### config.mk
export PLATFORM = sky130hd
export DESIGN_NAME = grid_segment_cell_traversal_core
export DESIGN_NICKNAME = d
export VERILOG_FILES = /design/src/hw/rtl/gsct_pkg.sv /design/src/hw/rtl/gsct_ctrl.sv /design/src/hw/rtl/gsct_dpath.sv /design/src/hw/rtl/grid_segment_cell_traversal_core.sv
export SDC_FILE = /design/constraint.sdc
export NUM_CORES = 1
export LEC_CHECK = 0
export BUFFER_PORTS_ARGS = -buffer_cell sky130_fd_sc_hd__clkbuf_2
export CAP_MARGIN = 20
export CORE_UTILIZATION = 45
export DETAILED_ROUTE_END_ITERATION = 6
export GPL_TIMING_DRIVEN = 0
export SETUP_SLACK_MARGIN = 0.5
export SLEW_MARGIN = 5
export SYNTH_ARGS = -nofsm -noshare
export SYNTH_HDL_FRONTEND = slang
export SYNTH_SLANG_ARGS = --single-unit
export TNS_END_PERCENT = 100
### constraint.sdc
create_clock -name i_clk -period 10.26 [get_ports i_clk]
set_clock_uncertainty 0.05 [all_clocks]
set_input_delay 2.565 -clock i_clk [delete_from_list [all_inputs] [get_ports i_clk]]
set_output_delay 2.565 -clock i_clk [all_outputs]
set_load 0.005 [all_outputs]
### src/hw/rtl/gsct_pkg.sv
// ----------------------------------------------------------------------------
// gsct_pkg: shared types and constants for the grid segment cell walker
// Field widths, register indexes and the controller/datapath command and status words.
// ----------------------------------------------------------------------------
package gsct_pkg;

    // fixed field widths
    localparam int COORD_W   = 14;   // endpoint coordinate, signed fixed point
    localparam int TAG_W     = 16;   // segment id / tag
    localparam int CELL_W    = 6;    // cell_x / cell_y on the output
    localparam int INDEX_W   = 8;    // linear cell index
    localparam int CFG_W     = 5;    // grid_columns / grid_rows
    localparam int DELTA_W   = 14;   // absolute coordinate difference
    localparam int COUNT_W   = 6;    // results issued for one segment
    localparam int MAX_RES   = 63;   // hard cap on results per segment
    localparam int CFG_IDX_W = 1;

    // register indexes
    localparam logic [CFG_IDX_W-1:0] CFG_GRID_COLUMNS = 1'b0;
    localparam logic [CFG_IDX_W-1:0] CFG_GRID_ROWS    = 1'b1;

    // controller -> datapath
    typedef struct packed {
        logic load;    // capture a new segment
        logic mul_x;   // first error product, cell span
        logic mul_y;   // second error product
        logic step;    // emit current cell and advance
    } t_dp_cmd;

    // datapath -> controller
    typedef struct packed {
        logic fin;     // current cell is the final one
    } t_dp_sts;

endpackage

### src/hw/rtl/gsct_ctrl.sv
// ----------------------------------------------------------------------------
// gsct_ctrl: sequencer for the grid segment cell walker
// Steps each segment through setup and the walk; owns both handshakes.
// ----------------------------------------------------------------------------
module gsct_ctrl (
    input  logic               i_clk,
    input  logic               i_rst_n,
    input  logic               i_in_valid,
    output logic               o_in_stall,
    output logic               o_out_valid,
    input  logic               i_out_stall,
    input  gsct_pkg::t_dp_sts  i_sts,
    output gsct_pkg::t_dp_cmd  o_cmd
);

    typedef enum logic [1:0] {
        ST_IDLE,
        ST_MUL_X,
        ST_MUL_Y,
        ST_WALK
    } t_state;

    t_state r_state, n_state;
    logic   r_in_stall, n_in_stall;
    logic   r_out_valid, n_out_valid;
    logic   w_slot_free;

    // output register may be refilled when empty or being drained
    assign w_slot_free = !r_out_valid || !i_out_stall;

    always_comb begin
        o_cmd       = '0;
        o_cmd.load  = (r_state == ST_IDLE) && i_in_valid;
        o_cmd.mul_x = (r_state == ST_MUL_X);
        o_cmd.mul_y = (r_state == ST_MUL_Y);
        o_cmd.step  = (r_state == ST_WALK) && w_slot_free;
    end

    always_comb begin
        n_state = r_state;
        case (r_state)
            ST_IDLE: begin
                if (i_in_valid) n_state = ST_MUL_X;
            end
            ST_MUL_X: n_state = ST_MUL_Y;
            ST_MUL_Y: n_state = ST_WALK;
            ST_WALK: begin
                if (w_slot_free && i_sts.fin) n_state = ST_IDLE;
            end
            default: n_state = ST_IDLE;
        endcase
        n_in_stall  = (n_state != ST_IDLE);
        n_out_valid = o_cmd.step ? 1'b1 : (r_out_valid && i_out_stall);
    end

    always_ff @(posedge i_clk) begin
        if (!i_rst_n) begin
            r_state     <= ST_IDLE;
            r_in_stall  <= 1'b0;
            r_out_valid <= 1'b0;
        end else begin
            r_state     <= n_state;
            r_in_stall  <= n_in_stall;
            r_out_valid <= n_out_valid;
        end
    end

    assign o_in_stall  = r_in_stall;
    assign o_out_valid = r_out_valid;

endmodule

### src/hw/rtl/gsct_dpath.sv
// ----------------------------------------------------------------------------
// gsct_dpath: datapath of the grid segment cell walker
// Grid registers, endpoint flooring, shared error multiplier, walk registers.
// ----------------------------------------------------------------------------
module gsct_dpath #(
    parameter int MAX_GRID_SIDE = 16,
    parameter int FRACTION_BITS = 8
) (
    input  logic                                   i_clk,
    input  logic                                   i_rst_n,
    input  gsct_pkg::t_dp_cmd                      i_cmd,
    output gsct_pkg::t_dp_sts                      o_sts,
    input  logic                                   i_cfg_we,
    input  logic [gsct_pkg::CFG_IDX_W-1:0]         i_cfg_index,
    input  logic [gsct_pkg::CFG_W-1:0]             i_cfg_data,
    input  logic signed [gsct_pkg::COORD_W-1:0]    i_x_start,
    input  logic signed [gsct_pkg::COORD_W-1:0]    i_y_start,
    input  logic signed [gsct_pkg::COORD_W-1:0]    i_x_end,
    input  logic signed [gsct_pkg::COORD_W-1:0]    i_y_end,
    input  logic [gsct_pkg::TAG_W-1:0]             i_segment_id,
    output logic signed [gsct_pkg::CELL_W-1:0]     o_cell_x,
    output logic signed [gsct_pkg::CELL_W-1:0]     o_cell_y,
    output logic [gsct_pkg::INDEX_W-1:0]           o_cell_index,
    output logic [gsct_pkg::TAG_W-1:0]             o_segment_tag,
    output logic                                   o_inside_res,
    output logic                                   o_last
);

    localparam int CW   = gsct_pkg::COORD_W - FRACTION_BITS;   // cell coordinate
    localparam int NW   = CW + 1;                               // steps to walk
    localparam int FW   = FRACTION_BITS + 1;                    // boundary distance
    localparam int PW   = FW + gsct_pkg::DELTA_W;               // product
    localparam int EW   = FRACTION_BITS + 17;                   // error term
    localparam int CMPW = (CW > 6 ? CW : 6) + 1;                // grid compare
    localparam int IW   = gsct_pkg::INDEX_W;
    localparam logic [FW-1:0] ONE = FW'(1) << FRACTION_BITS;

    // grid size registers
    logic [gsct_pkg::CFG_W-1:0] r_grid_columns, r_grid_rows;

    // segment and walk registers
    logic signed [CW-1:0]            r_ii, r_jj, r_kk, r_ll;
    logic [gsct_pkg::DELTA_W-1:0]    r_dx, r_dy;
    logic [FW-1:0]                   r_fx, r_fy;
    logic                            r_xdir, r_ydir;
    logic [gsct_pkg::TAG_W-1:0]      r_tag;
    logic signed [EW-1:0]            r_err;
    logic [NW-1:0]                   r_n;
    logic [gsct_pkg::COUNT_W-1:0]    r_count;

    // output word
    logic signed [gsct_pkg::CELL_W-1:0] r_out_x, r_out_y;
    logic [IW-1:0]                   r_out_index;
    logic [gsct_pkg::TAG_W-1:0]      r_out_tag;
    logic                            r_out_inside, r_out_last;

    // load-side decode
    logic                            w_xdir, w_ydir;
    logic [gsct_pkg::DELTA_W-1:0]    w_dx, w_dy;
    logic [FW-1:0]                   w_fx, w_fy;

    // setup
    logic [FW-1:0]                   w_mul_a;
    logic [gsct_pkg::DELTA_W-1:0]    w_mul_b;
    logic [PW-1:0]                   w_prod;
    logic signed [NW-1:0]            w_span_x, w_span_y;
    logic [NW-1:0]                   w_abs_x, w_abs_y;
    logic signed [CMPW-1:0]          w_ii_c, w_jj_c, w_kk_c, w_ll_c, w_cols_c, w_rows_c;
    logic                            w_outside, w_only_x, w_only_y, w_single;

    // walk
    logic                            w_fin, w_inside, w_go_y;
    logic [IW-1:0]                   w_index, w_cx8, w_cy8;

    always_comb begin
        w_xdir = i_x_end > i_x_start;
        w_ydir = i_y_end > i_y_start;
        w_dx   = w_xdir ? gsct_pkg::DELTA_W'(i_x_end - i_x_start)
                        : gsct_pkg::DELTA_W'(i_x_start - i_x_end);
        w_dy   = w_ydir ? gsct_pkg::DELTA_W'(i_y_end - i_y_start)
                        : gsct_pkg::DELTA_W'(i_y_start - i_y_end);
        // distance to the next boundary in the walk direction
        w_fx   = w_xdir ? ONE - {1'b0, i_x_start[FRACTION_BITS-1:0]}
                        : {1'b0, i_x_start[FRACTION_BITS-1:0]};
        w_fy   = w_ydir ? ONE - {1'b0, i_y_start[FRACTION_BITS-1:0]}
                        : {1'b0, i_y_start[FRACTION_BITS-1:0]};
    end

    // one multiplier, shared by the mul_x and mul_y setup steps
    assign w_mul_a = i_cmd.mul_x ? r_fx : r_fy;
    assign w_mul_b = i_cmd.mul_x ? r_dy : r_dx;
    assign w_prod  = PW'(w_mul_a) * PW'(w_mul_b);

    always_comb begin
        w_span_x = NW'(r_kk) - NW'(r_ii);
        w_span_y = NW'(r_ll) - NW'(r_jj);
        w_abs_x  = w_span_x[NW-1] ? NW'(-w_span_x) : NW'(w_span_x);
        w_abs_y  = w_span_y[NW-1] ? NW'(-w_span_y) : NW'(w_span_y);
        w_ii_c   = CMPW'(r_ii);
        w_jj_c   = CMPW'(r_jj);
        w_kk_c   = CMPW'(r_kk);
        w_ll_c   = CMPW'(r_ll);
        w_cols_c = CMPW'($signed({1'b0, r_grid_columns}));
        w_rows_c = CMPW'($signed({1'b0, r_grid_rows}));
        // cell box misses the grid entirely
        w_outside = (w_ii_c < 0 && w_kk_c < 0) ||
                    (w_ii_c >= w_cols_c && w_kk_c >= w_cols_c) ||
                    (w_jj_c < 0 && w_ll_c < 0) ||
                    (w_jj_c >= w_rows_c && w_ll_c >= w_rows_c);
        w_only_y = (r_dx == '0);
        w_only_x = (r_dy == '0);
        w_single = w_only_x || w_only_y;
    end

    always_comb begin
        w_fin    = (r_n == '0) ||
                   (r_count == gsct_pkg::COUNT_W'(gsct_pkg::MAX_RES - 1));
        w_inside = (w_ii_c >= 0) && (w_jj_c >= 0) &&
                   (w_ii_c < w_cols_c) && (w_jj_c < w_rows_c);
        w_cx8    = IW'(r_ii);
        w_cy8    = IW'(r_jj);
        w_index  = w_inside ? IW'(w_cx8 + w_cy8 * IW'(r_grid_columns)) : '0;
        // ties go to x
        w_go_y   = (w_only_y && !w_only_x) || (!w_only_x && r_err > 0);
    end

    assign o_sts.fin = w_fin;

    // grid registers: the user must write them only while idle; the block does not enforce it
    always_ff @(posedge i_clk) begin
        if (!i_rst_n) begin
            r_grid_columns <= gsct_pkg::CFG_W'(MAX_GRID_SIDE);
            r_grid_rows    <= gsct_pkg::CFG_W'(MAX_GRID_SIDE);
        end else if (i_cfg_we) begin
            case (i_cfg_index)
                gsct_pkg::CFG_GRID_COLUMNS: r_grid_columns <= i_cfg_data;
                gsct_pkg::CFG_GRID_ROWS:    r_grid_rows    <= i_cfg_data;
                default: ;
            endcase
        end
    end

    always_ff @(posedge i_clk) begin
        if (!i_rst_n) begin
            r_ii    <= '0;
            r_jj    <= '0;
            r_err   <= '0;
            r_n     <= '0;
            r_count <= '0;
            r_dx    <= '0;
            r_dy    <= '0;
        end else if (i_cmd.load) begin
            r_ii    <= i_x_start[gsct_pkg::COORD_W-1:FRACTION_BITS];
            r_jj    <= i_y_start[gsct_pkg::COORD_W-1:FRACTION_BITS];
            r_dx    <= w_dx;
            r_dy    <= w_dy;
            r_count <= '0;
        end else if (i_cmd.mul_x) begin
            r_n   <= w_outside ? '0 : NW'(w_abs_x + w_abs_y);
            r_err <= w_single ? '0 : EW'(w_prod);
        end else if (i_cmd.mul_y) begin
            r_err <= w_single ? '0 : r_err - EW'(w_prod);
        end else if (i_cmd.step && !w_fin) begin
            if (w_go_y) begin
                r_jj  <= r_jj + (r_ydir ? CW'(1) : {CW{1'b1}});
                r_err <= r_err - (EW'(r_dx) << FRACTION_BITS);
            end else begin
                r_ii  <= r_ii + (r_xdir ? CW'(1) : {CW{1'b1}});
                r_err <= r_err + (EW'(r_dy) << FRACTION_BITS);
            end
            r_n     <= r_n - NW'(1);
            r_count <= r_count + gsct_pkg::COUNT_W'(1);
        end
    end

    // segment payload, no reset
    always_ff @(posedge i_clk) begin
        if (i_cmd.load) begin
            r_kk   <= i_x_end[gsct_pkg::COORD_W-1:FRACTION_BITS];
            r_ll   <= i_y_end[gsct_pkg::COORD_W-1:FRACTION_BITS];
            r_fx   <= w_fx;
            r_fy   <= w_fy;
            r_xdir <= w_xdir;
            r_ydir <= w_ydir;
            r_tag  <= i_segment_id;
        end
    end

    // output word, held while stalled
    always_ff @(posedge i_clk) begin
        if (i_cmd.step) begin
            r_out_x      <= gsct_pkg::CELL_W'(r_ii);
            r_out_y      <= gsct_pkg::CELL_W'(r_jj);
            r_out_index  <= w_index;
            r_out_tag    <= r_tag;
            r_out_inside <= w_inside;
            r_out_last   <= w_fin;
        end
    end

    assign o_cell_x      = r_out_x;
    assign o_cell_y      = r_out_y;
    assign o_cell_index  = r_out_index;
    assign o_segment_tag = r_out_tag;
    assign o_inside_res  = r_out_inside;
    assign o_last        = r_out_last;

endmodule

### src/hw/rtl/grid_segment_cell_traversal_core.sv
// ----------------------------------------------------------------------------
// grid_segment_cell_traversal_core: lists the grid cells crossed by a segment
// Integer error-term grid walk from the first endpoint to the second.
// ----------------------------------------------------------------------------
// Usage
//  - Input channel (i_in_valid / o_in_stall): one word per segment, both
//    endpoints in cell units, signed fixed point, plus a segment id.
//  - Output channel (o_out_valid / i_out_stall): one word per visited cell,
//    o_last set on the final word of a segment. A segment whose cell box
//    misses the grid gives a single word with o_inside_res clear.
//  - Config channel (i_cfg_valid / o_cfg_ready, always ready): index 0 sets
//    grid_columns, index 1 grid_rows. Write only while the block is idle.
// Timing
//  - A segment passes through the accept state, the setup states ST_MUL_X and
//    ST_MUL_Y, in which one shared multiplier forms the x and y error products,
//    then the walk loop, one cell per cycle while the output register is free.
//  - The first word is written into the output register by the first walk step.
//  - The output register is refilled only when empty or being taken, so a
//    stall on the output freezes the walk; o_in_stall stays high until the
//    last word of the current segment has gone into the output register.
// Reset: synchronous, active low; grid registers return to the full grid,
//  the block comes up idle with no word pending.
// ----------------------------------------------------------------------------
module grid_segment_cell_traversal_core #(
    parameter int MAX_GRID_SIDE = 16,
    parameter int FRACTION_BITS = 8
) (
    input  logic                                   i_clk,
    input  logic                                   i_rst_n,
    // segment input
    input  logic                                   i_in_valid,
    output logic                                   o_in_stall,
    input  logic signed [gsct_pkg::COORD_W-1:0]    i_x_start,
    input  logic signed [gsct_pkg::COORD_W-1:0]    i_y_start,
    input  logic signed [gsct_pkg::COORD_W-1:0]    i_x_end,
    input  logic signed [gsct_pkg::COORD_W-1:0]    i_y_end,
    input  logic [gsct_pkg::TAG_W-1:0]             i_segment_id,
    // cell output
    output logic                                   o_out_valid,
    input  logic                                   i_out_stall,
    output logic signed [gsct_pkg::CELL_W-1:0]     o_cell_x,
    output logic signed [gsct_pkg::CELL_W-1:0]     o_cell_y,
    output logic [gsct_pkg::INDEX_W-1:0]           o_cell_index,
    output logic [gsct_pkg::TAG_W-1:0]             o_segment_tag,
    output logic                                   o_inside_res,
    output logic                                   o_last,
    // configuration
    input  logic                                   i_cfg_valid,
    output logic                                   o_cfg_ready,
    input  logic [gsct_pkg::CFG_IDX_W-1:0]         i_cfg_index,
    input  logic [gsct_pkg::CFG_W-1:0]             i_cfg_data
);

    gsct_pkg::t_dp_cmd w_cmd;
    gsct_pkg::t_dp_sts w_sts;
    logic              w_cfg_we;

    // grid registers take a word every cycle
    assign o_cfg_ready = 1'b1;
    assign w_cfg_we    = i_cfg_valid && o_cfg_ready;

    gsct_ctrl u_ctrl (
        .i_clk       (i_clk),
        .i_rst_n     (i_rst_n),
        .i_in_valid  (i_in_valid),
        .o_in_stall  (o_in_stall),
        .o_out_valid (o_out_valid),
        .i_out_stall (i_out_stall),
        .i_sts       (w_sts),
        .o_cmd       (w_cmd)
    );

    gsct_dpath #(
        .MAX_GRID_SIDE (MAX_GRID_SIDE),
        .FRACTION_BITS (FRACTION_BITS)
    ) u_dpath (
        .i_clk         (i_clk),
        .i_rst_n       (i_rst_n),
        .i_cmd         (w_cmd),
        .o_sts         (w_sts),
        .i_cfg_we      (w_cfg_we),
        .i_cfg_index   (i_cfg_index),
        .i_cfg_data    (i_cfg_data),
        .i_x_start     (i_x_start),
        .i_y_start     (i_y_start),
        .i_x_end       (i_x_end),
        .i_y_end       (i_y_end),
        .i_segment_id  (i_segment_id),
        .o_cell_x      (o_cell_x),
        .o_cell_y      (o_cell_y),
        .o_cell_index  (o_cell_index),
        .o_segment_tag (o_segment_tag),
        .o_inside_res  (o_inside_res),
        .o_last        (o_last)
    );

    // an accepted segment always holds the input off for its setup
    a_accept_blocks: assert property (@(posedge i_clk) disable iff (!i_rst_n)
        (i_in_valid && !o_in_stall) |=> o_in_stall)
        else $error("input not stalled after a segment was accepted");

    // the final cell releases the input channel
    a_last_releases: assert property (@(posedge i_clk) disable iff (!i_rst_n)
        (w_cmd.step && w_sts.fin) |=> !o_in_stall)
        else $error("input still stalled after the final cell");

    // never overwrite a word the receiver is holding off
    a_no_overwrite: assert property (@(posedge i_clk) disable iff (!i_rst_n)
        w_cmd.step |-> !(o_out_valid && i_out_stall))
        else $error("walk advanced over a stalled output word");

endmodule

==> run summary <==
The flow ran to the end, but the final reports show violations. The final reports fail on DRC. The first detailed-routing pass took 7 iterations. After synthesis, the mean cell area works out to 8.51 µm². The final design area excluding fillers was 20900 µm².

Setup repair after global routing left no endpoint under its margin. At the pin with the least slew margin, the transition time is 1.04 ns. The top-level I/O count is 124, and the maximum operating frequency is 108 MHz. Counting distinct cell types in the post-synthesis netlist gives 88. The wire-length estimate of the detail-placed layout is 44.8 mm. The number of failing hold endpoints at the final stage was 0. After global routing the overflow that remains totals 0. Summing internal, switching and leakage power gives 0.00598 W. The tools report the data arrival at the endpoint of the critical path as 9.55 ns. The first global-routing pass estimated 87.4 mm of wire.

The detailed-route wire length came out at 55.2 mm. The logs give 0.287 for the worst relative slew slack and 178 for the sink count of the clock tree. For the part of the Yosys area used for sequential elements, the log shows 0.235. Yosys synthesis warning count: 0.

The tree is rooted in a sky130_fd_sc_hd__clkbuf_16. By area the synthesized netlist is led by sky130_fd_sc_hd__ha_1, sky130_fd_sc_hd__edfxtp_1, sky130_fd_sc_hd__fa_1, sky130_fd_sc_hd__dfxtp_1, sky130_fd_sc_hd__inv_1. Entering global routing, the biggest net connects 58 pins. The width of the chip came out at 207 µm. The power density of the placed cells was 287 nW/µm².

Number of antenna violations at the first check in global routing: 0. The minimum clock period works out to 9.25 ns. The tools report the post-layout utilization of the core as 0.507.

The antenna cell count was 0. The global placer's final weighted congestion is 0.918. After layout, the worst setup slack is 1.01 ns. In the final design database the tool counted 2763 nets. In this run, the number of DRC markers left after iteration 0 of detailed routing was 1138. The critical path launch point type was a flop. The clock-pin slew on the worst setup and hold paths was 0.07 ns. In this run, synthesis produced a sequential element count of 178.

The fraction of layout cells with a size suffix above 1 was 0.0949; the placeable core area was 41100 µm². Before CTS, the worst setup slack after placement is -0.317 ns. After filler insertion, the fill cell instance count of the layout stands at 4016.

The sequential cells in the finished layout cover a total of 4420 µm². The maximum count of clock buffers along a single path was 2; the final period utilization was 0.901. The CTS buffer count was 17; the total leakage power was 9.65 nW. Post-detailed-route wirelength per cell: 19.0 µm.

The number of maximum-capacitance constraint violations was 0. Hold buffer count at cts: 0. The logs give 2903 for the non-filler instance count after layout and 16378 for the count of vias placed by the detailed router. The critical path buffer and inverter count came out at 7.

The floorplan has 74 rows. The run gives 18900 µm² as the summed instance area of the synthesized netlist. The logs give 0 for the count of final max-slew check failures and 2871 for the post-placement cell count. The clock latency on the worst-skew pair came out at 0.47 ns. The highest ir drop seen on vdd is 0.182 mV. The type of element capturing the critical path is a flop. Summing all multi-input logic gate instances after layout gives 13200 µm².

The initial core utilization is 0.459. In this run the post-CTS setup repair buffer count came out at 0. Among cell families on the critical path, the largest total delay comes from adder cells.

After detailed routing, the number of remaining DRC violations is 5. Using the TritonRoute via totals, the vias-per-cell ratio works out to 5.64. The area share of the leading cell type in the synthesized netlist is 0.140.

The signed area change from the synthesized netlist to the final layout is 10.6%. The largest individual stage delay along the critical path comes from the cell sky130_fd_sc_hd__mux2i_1. Setup violations remaining at the end of the flow were counted as 0. The total die area was 42700 µm²; the number of nets with antenna violations after routing was 0.

The worst hold path belongs to the class reg -> reg. TritonCTS built the clock tree. The proportion of synthesized flip-flops having asynchronous set or reset was 0. Of all nets on the critical path, the largest fanout is 10.

The clock tree synthesis step divided the H-tree into 4 levels. The die is 207 µm tall. For the global routing usage summed across all routing layers, the log shows 0.266. When the netlist entered floorplanning its net count stood at 2622. The most area-hungry cell type in the Yosys netlist is sky130_fd_sc_hd__ha_1.

The cell area reported after detailed placement was 20100 µm²; the synthesized instance count was 2217. The delay contributed by the slowest stage of the critical path works out to 0.61 ns. The critical path in this run is classified as reg -> reg. The number of global-route vias before repair was 16122; the number of enable flip-flop cells after synthesis was 86. During placement, the flow inserted port buffers numbering 122. The most used flip-flop cell after synthesis is sky130_fd_sc_hd__dfxtp_1. The worst path required time was 10.56 ns.
## routing by layer
| metal | vias to the layer above | wire, µm | track usage |
|---|---|---|---|
| met5 | - | 0 | 0 |
| met2 | 522 | 25300 | 0.432 |
| li1 | 7936 | - | - |
| met4 | 0 | 1320 | 0.0803 |
| met3 | 70 | 3270 | 0.0407 |
| met1 | 7850 | 25300 | 0.363 |
## final timing paths
kind	startpoint	cells after the start	slack, ns	endpoint
hold / removal	u_dpath.r_tag[1]$_DFFE_PP_	0	0.37	u_dpath.o_segment_tag[1]$_DFFE_PP_
hold reg to reg	u_dpath.r_tag[1]$_DFFE_PP_	0	0.37	u_dpath.o_segment_tag[1]$_DFFE_PP_
setup / recovery	u_ctrl.r_state[1]$_SDFF_PN0_	31	1.01	u_dpath.r_err[24]$_SDFFE_PN0P_
setup reg to reg	u_ctrl.r_state[1]$_SDFF_PN0_	31	1.01	u_dpath.r_err[24]$_SDFFE_PN0P_
## what timing repair did
item	4_1_cts	5_1_grt
setup endpoints to repair	6	6
gates cloned	0	0
gates resized for setup	8	37
pin swaps	0	1
## power by group
group | leakage, nW | internal (W) | switching (W) | total, W
clock | 0.287 | 0.000329 | 0.000327 | 0.000657
sequential | 1.56 | 0.000855 | 0.000127 | 0.000982
combinational | 7.81 | 0.00176 | 0.00258 | 0.00434
total | 9.65 | 0.00295 | 0.00303 | 0.00598
## cell usage after synthesis, drive strengths merged, types with 30 or more instances
cell	number
nand2b	35
clkbuf	54
nand2	169
nor2b	31
edfxtp	86
xor2	47
mux2i	33
nor3	30
xnor2	95
a21o	64
fa	111
a21oi	147
dfxtp	92
ha	211
o21ai	98
nand3	43
nor2	252
inv	274
## worst reg2reg max path, delay by kind of cell, from the launching register on
| kind | cells | cell delay [ns] |
|---|---|---|
| AOI/OAI and AO/OA | 11 | 2.60 |
| xor gates and xnor gates | 1 | 0.32 |
| adders and majority gates | 8 | 3.54 |
| buffers and inverters | 7 | 1.26 |
| DFF | 1 | 0.37 |
| muxes | 1 | 0.61 |
| and+or+nand+nor | 3 | 0.38 |
## layout by cell type (no fill, tap or decap), types with 9 or more instances in the layout
master	Yosys	layout
sky130_fd_sc_hd__a211oi_1	28	28
sky130_fd_sc_hd__a21o_1	64	64
sky130_fd_sc_hd__a21oi_1	146	145
sky130_fd_sc_hd__a221oi_1	12	12
sky130_fd_sc_hd__a31oi_1	18	17
sky130_fd_sc_hd__and2_1	18	18
sky130_fd_sc_hd__buf_1	13	9
sky130_fd_sc_hd__clkbuf_1	54	47
sky130_fd_sc_hd__clkbuf_16	0	17
sky130_fd_sc_hd__clkbuf_2	0	126
sky130_fd_sc_hd__dfxtp_1	92	92
sky130_fd_sc_hd__edfxtp_1	86	86
sky130_fd_sc_hd__fa_1	111	111
sky130_fd_sc_hd__ha_1	211	211
sky130_fd_sc_hd__inv_1	273	272
sky130_fd_sc_hd__mux2_2	20	20
sky130_fd_sc_hd__mux2i_1	33	24
sky130_fd_sc_hd__nand2_1	169	169
sky130_fd_sc_hd__nand2b_1	35	35
sky130_fd_sc_hd__nand3_1	43	43
sky130_fd_sc_hd__nand4_1	14	14
sky130_fd_sc_hd__nor2_1	251	251
sky130_fd_sc_hd__nor2b_1	31	31
sky130_fd_sc_hd__nor3_1	29	29
sky130_fd_sc_hd__nor4_1	22	22
sky130_fd_sc_hd__o211ai_1	14	14
sky130_fd_sc_hd__o21a_1	11	11
sky130_fd_sc_hd__o21ai_0	95	94
sky130_fd_sc_hd__o22ai_1	15	15
sky130_fd_sc_hd__o31ai_1	13	13
sky130_fd_sc_hd__xnor2_1	95	95
sky130_fd_sc_hd__xor2_1	47	47
## state kept, by name, summed over array words and instances, names as in the netlist, 6 cells and up
register,flops
u_dpath.r_kk,6
u_dpath.r_err,25
u_dpath.r_ll,6
u_dpath.r_tag,16
u_dpath.o_cell_x,6
u_dpath.o_cell_y,6
u_dpath.r_jj,6
u_dpath.o_segment_tag,16
u_dpath.r_n,7
u_dpath.r_dy,14
u_dpath.r_fy,9
u_dpath.r_fx,9
u_dpath.r_count,6
u_dpath.r_ii,6
u_dpath.o_cell_index,8
u_dpath.r_dx,14
## cells by family (layout without fill, tap and decap cells)
| kind of cell | count (synthesis) | count (layout) | share of synthesized area |
|---|---|---|---|
| AND/OR/NAND/NOR | 659 | 659 | 0.161 |
| AO/OA/AOI/OAI | 507 | 507 | 0.176 |
| buffers and inverters | 347 | 501 | 0.0698 |
| adder cells (fa/ha/maj) | 328 | 328 | 0.261 |
| flip-flops | 178 | 178 | 0.235 |
| XOR/XNOR | 143 | 143 | 0.0671 |
| multiplexers | 54 | 54 | 0.0303 |
| other | 1 | 1 | 0.000199 |
## metrics by stage
step	hold slack [ns]	setup TNS (ns)
2_1_floorplan	0.350	0
3_3_place_gp	0.350	-0.0639
3_5_place_dp	0.355	-0.516
4_1_cts	0.373	0
5_1_grt	0.378	0
6_report	0.371	0
## layout make-up
cell class	count	share of cell area
flip-flops and latches	178	0.212
clock buffers	18	0.0211
clock inverters	14	0.00684
plain buffers	71	0.0149
multi-input cells	1692	0.634
well taps	532	0.0319
inverters	276	0.0497
repair buffers	122	0.0293
Power figures use the tool's default switching activity.
